--- src/hw/rtl/rscp_pkg.sv ---
// Shared types and constants of the slot pool compactor.
`timescale 1ns / 1ps
package rscp_pkg;

	// Table geometry.
	localparam int NUM_SLOTS = 16;
	localparam int SLOT_W = $clog2(NUM_SLOTS);
	localparam int CNT_W = $clog2(NUM_SLOTS + 1);

	// Command codes on the op field.
	typedef enum logic [2:0] {
		OP_ALLOC   = 3'd0,
		OP_ADDREF  = 3'd1,
		OP_FREE    = 3'd2,
		OP_COMPACT = 3'd3,
		OP_QUERY   = 3'd4
	} op_t;

	// Result status codes.
	typedef enum logic [2:0] {
		STS_OK       = 3'd0,
		STS_EMPTY    = 3'd1,
		STS_MISMATCH = 3'd2,
		STS_FULL     = 3'd3,
		STS_BAD_SLOT = 3'd4,
		STS_CLEAN    = 3'd5,
		STS_NONE     = 3'd6
	} status_t;

	// Sequencer states.
	typedef enum logic [2:0] {
		S_IDLE,
		S_DISPATCH,
		S_SCAN,
		S_UPDATE,
		S_CVERT,
		S_CIDX,
		S_RESP
	} state_t;

	// Operations of the shared arithmetic unit.
	typedef enum logic [1:0] {
		ALU_ADD,
		ALU_INC,
		ALU_DEC
	} alu_op_t;

	typedef struct packed {
		alu_op_t     op;
		logic [31:0] a;
		logic [31:0] b;
	} alu_req_t;

	typedef struct packed {
		logic [31:0] sum;
		logic        zero;
	} alu_rsp_t;

	// One result as handed from the sequencer to the output register.
	typedef struct packed {
		logic        valid;
		status_t     status;
		logic [3:0]  slot;
		logic [31:0] base_vertex;
		logic [31:0] first_index;
		logic [15:0] ref_count;
		logic        has_geometry;
		logic        last;
	} res_t;

endpackage

--- src/hw/rtl/rscp_alu.sv ---
// Shared adder unit: running-sum add, saturating increment and floored decrement.
`timescale 1ns / 1ps
module rscp_alu (
	input  rscp_pkg::alu_req_t req,
	output rscp_pkg::alu_rsp_t rsp
);

	logic [31:0] sum;

	// One adder serves all three operations.
	always_comb begin
		case (req.op)
			rscp_pkg::ALU_ADD: sum = req.a + req.b;
			rscp_pkg::ALU_INC: sum = (req.a[15:0] == 16'hFFFF) ? req.a : req.a + 32'd1;
			rscp_pkg::ALU_DEC: sum = (req.a[15:0] <= 16'd1) ? 32'd0 : req.a - 32'd1;
			default:           sum = req.a;
		endcase
	end

	assign rsp.sum  = sum;
	assign rsp.zero = (sum == 32'd0);

endmodule

--- src/hw/rtl/rscp_core.sv ---
// Sequencer and slot table of the slot pool compactor.
`timescale 1ns / 1ps
module rscp_core (
	input  logic                clk,
	input  logic                arst_n,
	input  logic                in_valid,
	output logic                in_ready,
	input  logic [2:0]          op,
	input  logic [3:0]          slot,
	input  logic [23:0]         vertex_count,
	input  logic [23:0]         index_count,
	input  logic [9:0]          stride_bytes,
	output rscp_pkg::alu_req_t  alu_req,
	input  rscp_pkg::alu_rsp_t  alu_rsp,
	output rscp_pkg::res_t      res,
	input  logic                res_ready
);

	// Control state.
	rscp_pkg::state_t                 state_q, state_d;
	logic [rscp_pkg::CNT_W-1:0]       idx_q;
	logic [rscp_pkg::CNT_W-1:0]       used_q;
	logic [9:0]                       stride_q;
	logic                             dirty_q;
	logic [rscp_pkg::NUM_SLOTS-1:0]   active_q;

	// Captured command.
	rscp_pkg::op_t op_q;
	logic [3:0]    slot_q;
	logic [23:0]   vc_q;
	logic [23:0]   ic_q;
	logic [9:0]    st_q;

	// Slot table, all read and written at the walk index.
	logic [15:0] refs_q  [rscp_pkg::NUM_SLOTS];
	logic [23:0] vert_q  [rscp_pkg::NUM_SLOTS];
	logic [23:0] ind_q   [rscp_pkg::NUM_SLOTS];
	logic [31:0] base_q  [rscp_pkg::NUM_SLOTS];
	logic [31:0] first_q [rscp_pkg::NUM_SLOTS];

	// Running offsets and the pending result.
	logic [31:0]         vcur_q;
	logic [31:0]         icur_q;
	rscp_pkg::status_t   res_status_q;
	logic [3:0]          res_slot_q;
	logic                res_rd_q;
	logic                last_q;

	logic [rscp_pkg::SLOT_W-1:0]    idx_lo;
	logic [rscp_pkg::SLOT_W-1:0]    slot_idx;
	logic                           slot_ok;
	logic                           empty_mesh;
	logic [9:0]                     eff_stride;
	logic                           mismatch;
	logic                           scan_end;
	logic                           full;
	logic                           cur_active;
	logic                           do_alloc;
	logic [rscp_pkg::NUM_SLOTS-1:0] above;
	logic                           last_c;

	// Decode of the command and the current walk position.
	assign idx_lo     = idx_q[rscp_pkg::SLOT_W-1:0];
	assign slot_idx   = slot_q[rscp_pkg::SLOT_W-1:0];
	assign slot_ok    = (rscp_pkg::CNT_W'(slot_q) < used_q) && active_q[slot_idx];
	assign empty_mesh = (vc_q == 24'd0) || (ic_q == 24'd0);
	assign eff_stride = (stride_q == 10'd0) ? st_q : stride_q;
	assign mismatch   = (st_q != eff_stride);
	assign scan_end   = (idx_q == used_q);
	assign full       = (used_q == rscp_pkg::CNT_W'(rscp_pkg::NUM_SLOTS));
	assign cur_active = active_q[idx_lo];
	assign do_alloc   = (state_q == rscp_pkg::S_SCAN) && (scan_end ? !full : !cur_active);
	assign above      = (active_q >> idx_lo) >> 1;
	assign last_c     = (above == '0);

	// Next state.
	always_comb begin
		state_d = state_q;
		case (state_q)
			rscp_pkg::S_IDLE: begin
				if (in_valid) state_d = rscp_pkg::S_DISPATCH;
			end
			rscp_pkg::S_DISPATCH: begin
				case (op_q)
					rscp_pkg::OP_ALLOC: begin
						state_d = (empty_mesh || mismatch) ? rscp_pkg::S_RESP : rscp_pkg::S_SCAN;
					end
					rscp_pkg::OP_ADDREF, rscp_pkg::OP_FREE: begin
						state_d = slot_ok ? rscp_pkg::S_UPDATE : rscp_pkg::S_RESP;
					end
					rscp_pkg::OP_QUERY: begin
						state_d = rscp_pkg::S_RESP;
					end
					rscp_pkg::OP_COMPACT: begin
						state_d = (!dirty_q || active_q == '0) ? rscp_pkg::S_RESP
							: rscp_pkg::S_CVERT;
					end
					default: state_d = rscp_pkg::S_IDLE;
				endcase
			end
			rscp_pkg::S_SCAN: begin
				if (scan_end || !cur_active) state_d = rscp_pkg::S_RESP;
			end
			rscp_pkg::S_UPDATE: state_d = rscp_pkg::S_RESP;
			rscp_pkg::S_CVERT: begin
				if (cur_active) state_d = rscp_pkg::S_CIDX;
			end
			rscp_pkg::S_CIDX: state_d = rscp_pkg::S_RESP;
			rscp_pkg::S_RESP: begin
				if (res_ready) state_d = last_q ? rscp_pkg::S_IDLE : rscp_pkg::S_CVERT;
			end
			default: state_d = rscp_pkg::S_IDLE;
		endcase
	end

	// Outputs: handshake, shared unit operands and the result.
	always_comb begin
		in_ready          = (state_q == rscp_pkg::S_IDLE);
		alu_req.op        = rscp_pkg::ALU_ADD;
		alu_req.a         = 32'd0;
		alu_req.b         = 32'd0;
		res.valid         = (state_q == rscp_pkg::S_RESP);
		res.status        = res_status_q;
		res.slot          = res_slot_q;
		res.base_vertex   = res_rd_q ? base_q[idx_lo] : 32'd0;
		res.first_index   = res_rd_q ? first_q[idx_lo] : 32'd0;
		res.ref_count     = res_rd_q ? refs_q[idx_lo] : 16'd0;
		res.has_geometry  = (active_q != '0);
		res.last          = last_q;
		case (state_q)
			rscp_pkg::S_UPDATE: begin
				alu_req.op = (op_q == rscp_pkg::OP_ADDREF) ? rscp_pkg::ALU_INC : rscp_pkg::ALU_DEC;
				alu_req.a  = {16'd0, refs_q[idx_lo]};
			end
			rscp_pkg::S_CVERT: begin
				alu_req.a = vcur_q;
				alu_req.b = {8'd0, vert_q[idx_lo]};
			end
			rscp_pkg::S_CIDX: begin
				alu_req.a = icur_q;
				alu_req.b = {8'd0, ind_q[idx_lo]};
			end
			default: begin
				alu_req.op = rscp_pkg::ALU_ADD;
			end
		endcase
	end

	// Control registers.
	always_ff @(posedge clk or negedge arst_n) begin
		if (!arst_n) begin
			state_q  <= rscp_pkg::S_IDLE;
			idx_q    <= '0;
			used_q   <= '0;
			stride_q <= 10'd0;
			dirty_q  <= 1'b0;
			active_q <= '0;
		end else begin
			state_q <= state_d;
			case (state_q)
				rscp_pkg::S_DISPATCH: begin
					case (op_q)
						rscp_pkg::OP_ALLOC: begin
							if (!empty_mesh && stride_q == 10'd0) stride_q <= st_q;
							idx_q <= '0;
						end
						rscp_pkg::OP_ADDREF, rscp_pkg::OP_FREE, rscp_pkg::OP_QUERY: begin
							idx_q <= rscp_pkg::CNT_W'(slot_q);
						end
						rscp_pkg::OP_COMPACT: begin
							if (dirty_q) dirty_q <= 1'b0;
							idx_q <= '0;
						end
						default: idx_q <= idx_q;
					endcase
				end
				rscp_pkg::S_SCAN: begin
					if (do_alloc) begin
						active_q[idx_lo] <= 1'b1;
						dirty_q          <= 1'b1;
						if (scan_end) used_q <= used_q + rscp_pkg::CNT_W'(1);
					end else if (!scan_end) begin
						idx_q <= idx_q + rscp_pkg::CNT_W'(1);
					end
				end
				rscp_pkg::S_UPDATE: begin
					if (op_q == rscp_pkg::OP_FREE && alu_rsp.zero) begin
						active_q[idx_lo] <= 1'b0;
						dirty_q          <= 1'b1;
					end
				end
				rscp_pkg::S_CVERT: begin
					if (!cur_active) idx_q <= idx_q + rscp_pkg::CNT_W'(1);
				end
				rscp_pkg::S_RESP: begin
					if (res_ready && !last_q) idx_q <= idx_q + rscp_pkg::CNT_W'(1);
				end
				default: idx_q <= idx_q;
			endcase
		end
	end

	// Command capture, table contents and the pending result.
	always_ff @(posedge clk) begin
		case (state_q)
			rscp_pkg::S_IDLE: begin
				if (in_valid) begin
					op_q   <= rscp_pkg::op_t'(op);
					slot_q <= slot;
					vc_q   <= vertex_count;
					ic_q   <= index_count;
					st_q   <= stride_bytes;
				end
			end
			rscp_pkg::S_DISPATCH: begin
				last_q       <= 1'b1;
				res_rd_q     <= 1'b0;
				res_slot_q   <= 4'd0;
				res_status_q <= rscp_pkg::STS_OK;
				case (op_q)
					rscp_pkg::OP_ALLOC: begin
						if (empty_mesh) res_status_q <= rscp_pkg::STS_EMPTY;
						else if (mismatch) res_status_q <= rscp_pkg::STS_MISMATCH;
					end
					rscp_pkg::OP_ADDREF, rscp_pkg::OP_FREE, rscp_pkg::OP_QUERY: begin
						res_slot_q   <= slot_q;
						res_rd_q     <= slot_ok;
						res_status_q <= slot_ok ? rscp_pkg::STS_OK : rscp_pkg::STS_BAD_SLOT;
					end
					rscp_pkg::OP_COMPACT: begin
						vcur_q <= 32'd0;
						icur_q <= 32'd0;
						if (!dirty_q) res_status_q <= rscp_pkg::STS_CLEAN;
						else if (active_q == '0) res_status_q <= rscp_pkg::STS_NONE;
					end
					default: res_status_q <= rscp_pkg::STS_OK;
				endcase
			end
			rscp_pkg::S_SCAN: begin
				if (do_alloc) begin
					refs_q[idx_lo]  <= 16'd1;
					vert_q[idx_lo]  <= vc_q;
					ind_q[idx_lo]   <= ic_q;
					base_q[idx_lo]  <= 32'd0;
					first_q[idx_lo] <= 32'd0;
					res_status_q    <= rscp_pkg::STS_OK;
					res_slot_q      <= 4'(idx_lo);
					res_rd_q        <= 1'b1;
				end else if (scan_end) begin
					res_status_q <= rscp_pkg::STS_FULL;
				end
			end
			rscp_pkg::S_UPDATE: begin
				refs_q[idx_lo] <= alu_rsp.sum[15:0];
			end
			rscp_pkg::S_CVERT: begin
				if (cur_active) begin
					base_q[idx_lo] <= vcur_q;
					vcur_q         <= alu_rsp.sum;
				end
			end
			rscp_pkg::S_CIDX: begin
				first_q[idx_lo] <= icur_q;
				icur_q          <= alu_rsp.sum;
				res_status_q    <= rscp_pkg::STS_OK;
				res_slot_q      <= 4'(idx_lo);
				res_rd_q        <= 1'b1;
				last_q          <= last_c;
			end
			default: begin
				last_q <= last_q;
			end
		endcase
	end

endmodule

--- src/hw/rtl/refcounted_slot_pool_compactor_top.sv ---
// Top level of the reference-counted slot pool with compaction.
//
//   Channel   Handshake              Payload
//   input     in_valid / in_ready    op, slot, vertex_count, index_count, stride_bytes
//   result    out_valid / out_ready  status, slot_out, base_vertex, first_index,
//                                    ref_count, has_geometry, last
//
// One command is taken at a time; in_ready is high only while the sequencer idles.
// Allocate steps past each occupied slot in its search for a free one before it
// answers; addref and free update the count through the adder, while query and the
// refusals found at dispatch go straight to the result. Compact walks the slots in
// order and gives one result per active slot, as the running sums share one adder; a
// clean or empty pool gives a single refusal, and unknown commands give no result.
// A stalled result holds in the output register; the sequencer waits on it.
// Reset is asynchronous and leaves the pool empty, clean and with no stride.
`timescale 1ns / 1ps
module refcounted_slot_pool_compactor_top (
	input  logic        clk,
	input  logic        arst_n,
	input  logic        in_valid,
	output logic        in_ready,
	input  logic [2:0]  op,
	input  logic [3:0]  slot,
	input  logic [23:0] vertex_count,
	input  logic [23:0] index_count,
	input  logic [9:0]  stride_bytes,
	output logic        out_valid,
	input  logic        out_ready,
	output logic [2:0]  status,
	output logic [3:0]  slot_out,
	output logic [31:0] base_vertex,
	output logic [31:0] first_index,
	output logic [15:0] ref_count,
	output logic        has_geometry,
	output logic        last
);

	rscp_pkg::alu_req_t alu_req;
	rscp_pkg::alu_rsp_t alu_rsp;
	rscp_pkg::res_t     res;
	logic               res_ready;
	logic               load;
	logic               out_valid_q;
	rscp_pkg::res_t     out_q;

	rscp_core u_core (
		.clk          (clk),
		.arst_n       (arst_n),
		.in_valid     (in_valid),
		.in_ready     (in_ready),
		.op           (op),
		.slot         (slot),
		.vertex_count (vertex_count),
		.index_count  (index_count),
		.stride_bytes (stride_bytes),
		.alu_req      (alu_req),
		.alu_rsp      (alu_rsp),
		.res          (res),
		.res_ready    (res_ready)
	);

	rscp_alu u_alu (
		.req (alu_req),
		.rsp (alu_rsp)
	);

	// The output register takes a new result when empty or being drained.
	assign res_ready = !out_valid_q || out_ready;
	assign load      = res.valid && res_ready;

	always_ff @(posedge clk or negedge arst_n) begin
		if (!arst_n) begin
			out_valid_q <= 1'b0;
		end else if (load) begin
			out_valid_q <= 1'b1;
		end else if (out_ready) begin
			out_valid_q <= 1'b0;
		end
	end

	always_ff @(posedge clk) begin
		if (load) out_q <= res;
	end

	assign out_valid    = out_valid_q;
	assign status       = 3'(out_q.status);
	assign slot_out     = out_q.slot;
	assign base_vertex  = out_q.base_vertex;
	assign first_index  = out_q.first_index;
	assign ref_count    = out_q.ref_count;
	assign has_geometry = out_q.has_geometry;
	assign last         = out_q.last;

endmodule

--- config.mk ---
export PLATFORM = sky130hd
export DESIGN_NAME = refcounted_slot_pool_compactor_top
export DESIGN_NICKNAME = d
export VERILOG_FILES = /design/src/hw/rtl/rscp_pkg.sv /design/src/hw/rtl/rscp_alu.sv /design/src/hw/rtl/rscp_core.sv /design/src/hw/rtl/refcounted_slot_pool_compactor_top.sv
export SDC_FILE = /design/constraint.sdc
export NUM_CORES = 2
export LEC_CHECK = 0
export BUFFER_PORTS_ARGS = -buffer_cell sky130_fd_sc_hd__buf_2
export CAP_MARGIN = 20
export CORE_UTILIZATION = 40
export CTS_BUF_LIST = sky130_fd_sc_hd__clkbuf_4
export DETAILED_ROUTE_END_ITERATION = 10
export PLACE_DENSITY = 0.61
export SLEW_MARGIN = 20
export SYNTH_ARGS = -nofsm -noshare
export SYNTH_HDL_FRONTEND = slang
export SYNTH_SLANG_ARGS = --single-unit
export TNS_END_PERCENT = 50
--- constraint.sdc ---
create_clock -name clk -period 7.6 [get_ports clk]
set_clock_uncertainty 0.1 [all_clocks]
set_input_delay 1.52 -clock clk [delete_from_list [all_inputs] [get_ports clk]]
set_output_delay 1.52 -clock clk [all_outputs]
set_load 0.005 [all_outputs]
==> metrics.txt <==
status=finished with violations; Top Family by Delay on Critical Path=simple AND/OR/NAND/NOR gates; violated checks=DRC; final setup fails=0; # nets final=5237; Area contributors post-synth=edfxtp_1, mux4_2, dfrtp_1, nor2_1, mux2i_1; Initial Utilization=40.2%; drt total wl=240 mm; syn nets=4553; WS Path Type=flip-flop to flip-flop; CTS Hold Buffers Added=0; Placer Congestion=0.942; Detail Route Antenna Nets=0; Slew HR=25.7%; vias in the first global route=50100; Yosys top cell area share=~74%; TNS Setup=0 ps; FP Rows=~180; top-count cell post-synth=edfxtp_1; Clk pin slew, worst setup/hold paths=roughly 70 ps; slowest stage delay, CP=970 ps; top cell type by total area after synthesis=edfxtp_1; largest net degree at the start of global routing=75; Final period util=between 90 and 100%; Worst-Skew Late Latency=1450 ps; Max IR drop VDD=~0.25 mV; Vias=48700; crit-path max FO=44; worst path required time=a little under 9000 ps; initial antenna violation count=13; Slew Limit Fails=0; synthesized instance count=4447; worst slew pin tran=1110 ps; number of flops mapped to enable cells by yosys=between 2000 and 2500; register area share after synthesis=about three quarters; core box area=around 230000 µm²; Tot GR Track Use=20.7%; Synth Warn #=0; setup ws final=573 ps; Crit. End Element=flip-flop; PortBufs=roughly 160; DRT Pass-1 Iters=11; slowest cell on the critical path=dfrtp_4; Critical Path Start Type=flip-flop; Synth Area per Inst=20.8 µm²; Synth-to-Final Area Change=13.5%; H-tree Lvls=6; DP HPWL=approximately 140 mm; Post CTS Setup Buffer Count=0; DR iter-0 viols=5237; Max Clock Freq=0.142 GHz; critical path buffer and inverter count=4; fraction of registers with async set or reset after synthesis=1.77%; synth cell count leaders=edfxtp_1, mux4_2, nor2_1; post-synthesis cell type count=91; post-layout total power=39.6 mW; clk root buf=clkbuf_4; RSZ-0062 raised after global routing=no; Final Hold Fails=0; CTS tree=yes; Ports=160; worst slack at placement=between 700 and 800 ps; GRT overflow=0; max-cap viol count=0; PD cells=378 nW/µm²; die height=around 480 µm; full die area=roughly 230000 µm²; Critical Path AT=8170 ps; Syn Std Cell Area=around 92000 µm²; total clock sinks=about 2300; worst hold path type=input port to async pin; fin util=45.6%; CTS-repair resized insts=0; drt drc=2; routed wire length per instance=28.1 µm; clock period minus worst slack=7030 ps; Yosys reg bits=2316; share of layout cells above drive strength 1=35.3%; Top FF cell, synth=edfxtp_1; vias per inst=5.70; crit path cell chain=and2_1 > a22oi_1 > a31oi_1 > o21ai_0 > buf_4 > inv_1 > ha_1 > nor2_1 > nor3_1 > o2111ai_1 > nor4_4 > a31oi_1 > buf_4 > a32o_1 > a21oi_2 > nand4_1 > or4b_1 > and4bb_1 > buf_4 > a31oi_1; CTS max path bufs=4; P_leak=34.7 nW; DIE WIDTH=483 µm; TritonCTS Buffers=603; global-route wire length before repair=345 mm
## stage by stage
step | area (µm²) | std cells | hold WS [ps]
global route | 105000 | 8543 | 14.7
floorplan | 92400 | 4447 | 300
detailed placement | 97700 | 7550 | 322
CTS | 105000 | 8530 | 3.29
finish | 105000 | 8545 | 147
global placement | 97700 | 7550 | 314
## worst paths after layout
kind,startpoint,end,slack [ps],cells after the start
min in group clk,vertex_count[3],u_core.vc_q[3]$_DFFE_PP_,150,1
worst max-delay path,u_core.idx_q[0]$_DFFE_PN0P_,flip-flop,570,20
worst min register to register,u_core.res_status_q[0]$_DFFE_PP_,status[0]$_DFFE_PP_,300,0
worst max register to register,u_core.idx_q[0]$_DFFE_PN0P_,flip-flop,570,20
worst min-delay path,arst_n,u_core.idx_q[4]$_DFFE_PN0P_,150,2
max in group asynchronous,arst_n,u_core.idx_q[3]$_DFFE_PN0P_,6710,2
## cell usage in the layout, fill, tap and decap left out, types with 13 or more instances in the layout
| master | n |
|---|---|
| inv_2 | 13 |
| a21o_1 | 39 |
| nor4_1 | 26 |
| diode_2 | 13 |
| nand2b_1 | 13 |
| ha_1 | 36 |
| mux4_2 | 613 |
| buf_2 | 159 |
| a31oi_1 | 24 |
| xor2_1 | 23 |
| dfrtp_1 | 36 |
| nor2_1 | 197 |
| xnor2_1 | 35 |
| nor2b_1 | 17 |
| and2_1 | 119 |
| mux2_2 | 16 |
| o21ai_0 | 37 |
| o22ai_1 | 13 |
| clkinv_1 | 82 |
| clkbuf_4 | 866 |
| nand4_1 | 17 |
| edfxtp_1 | 2275 |
| a22o_1 | 32 |
| a21oi_1 | 69 |
| nand2_1 | 109 |
| buf_4 | 139 |
| a22oi_1 | 19 |
| nor2_4 | 52 |
| nand3_1 | 33 |
| and3_1 | 40 |
| inv_1 | 25 |
| mux2i_1 | 90 |
| nor3_1 | 20 |
## cell type report
class	instances	area (µm²)
antenna	13	32.5
clock buffer	866	6500
clock inverter	114	671
fill	19600	125000
inverter	29	109
multi-input combinational	1870	22400
sequential	2316	69400
tap	3026	3790
timing repair buffer	311	2090
## metal layers
layer | part of all wire (%) | GRT usage (%) | up-vias
li1 | - | - | 20300
met1 | 41 | 28.4 | 25700
met2 | 48 | 32.5 | 2272
met3 | 7.9 | 4.49 | 463
met4 | 3.1 | 7.64 | 6
met5 | 0.015 | 0 | -
## registers in the layout, summed over array words and instances, names as in the netlist, 10 cells and up, named ones only
register	flops
u_core.vc_q	24
u_core.first_q	512
u_core.vcur_q	32
u_core.ind_q	384
base_vertex	32
u_core.stride_q	10
first_index	32
u_core.vert_q	384
u_core.ic_q	24
u_core.refs_q	256
u_core.base_q	512
u_core.st_q	10
ref_count	16
u_core.icur_q	32
## power by group
group | total [mW] | internal [mW] | switching, mW
combinational | 12.6 | 5.20 | 7.45
clock | 10.4 | 5.45 | 4.91
sequential | 16.6 | 15.8 | 0.822
## worst register-to-register path: cells and delay by family (launching register included)
kind | cells | cell delay (ps)
simple gates | 7 | 2520
compound gates | 8 | 2290
flops | 1 | 970
buf+inv | 4 | 800
fa+ha+maj | 1 | 220
## cells by family after synthesis
kind of cell / after synthesis / synth area share [%]
buffers and inverters: 261 / 1.24
flip-flops: 2316 / 75.0
multiplexers: 722 / 16.1
AND/OR/NAND/NOR: 705 / 3.84
XOR/XNOR: 58 / 0.550
adder cells (fa/ha/maj): 37 / 0.509
AO/OA/AOI/OAI: 348 / 2.67
Power figures use the tool's default switching activity.
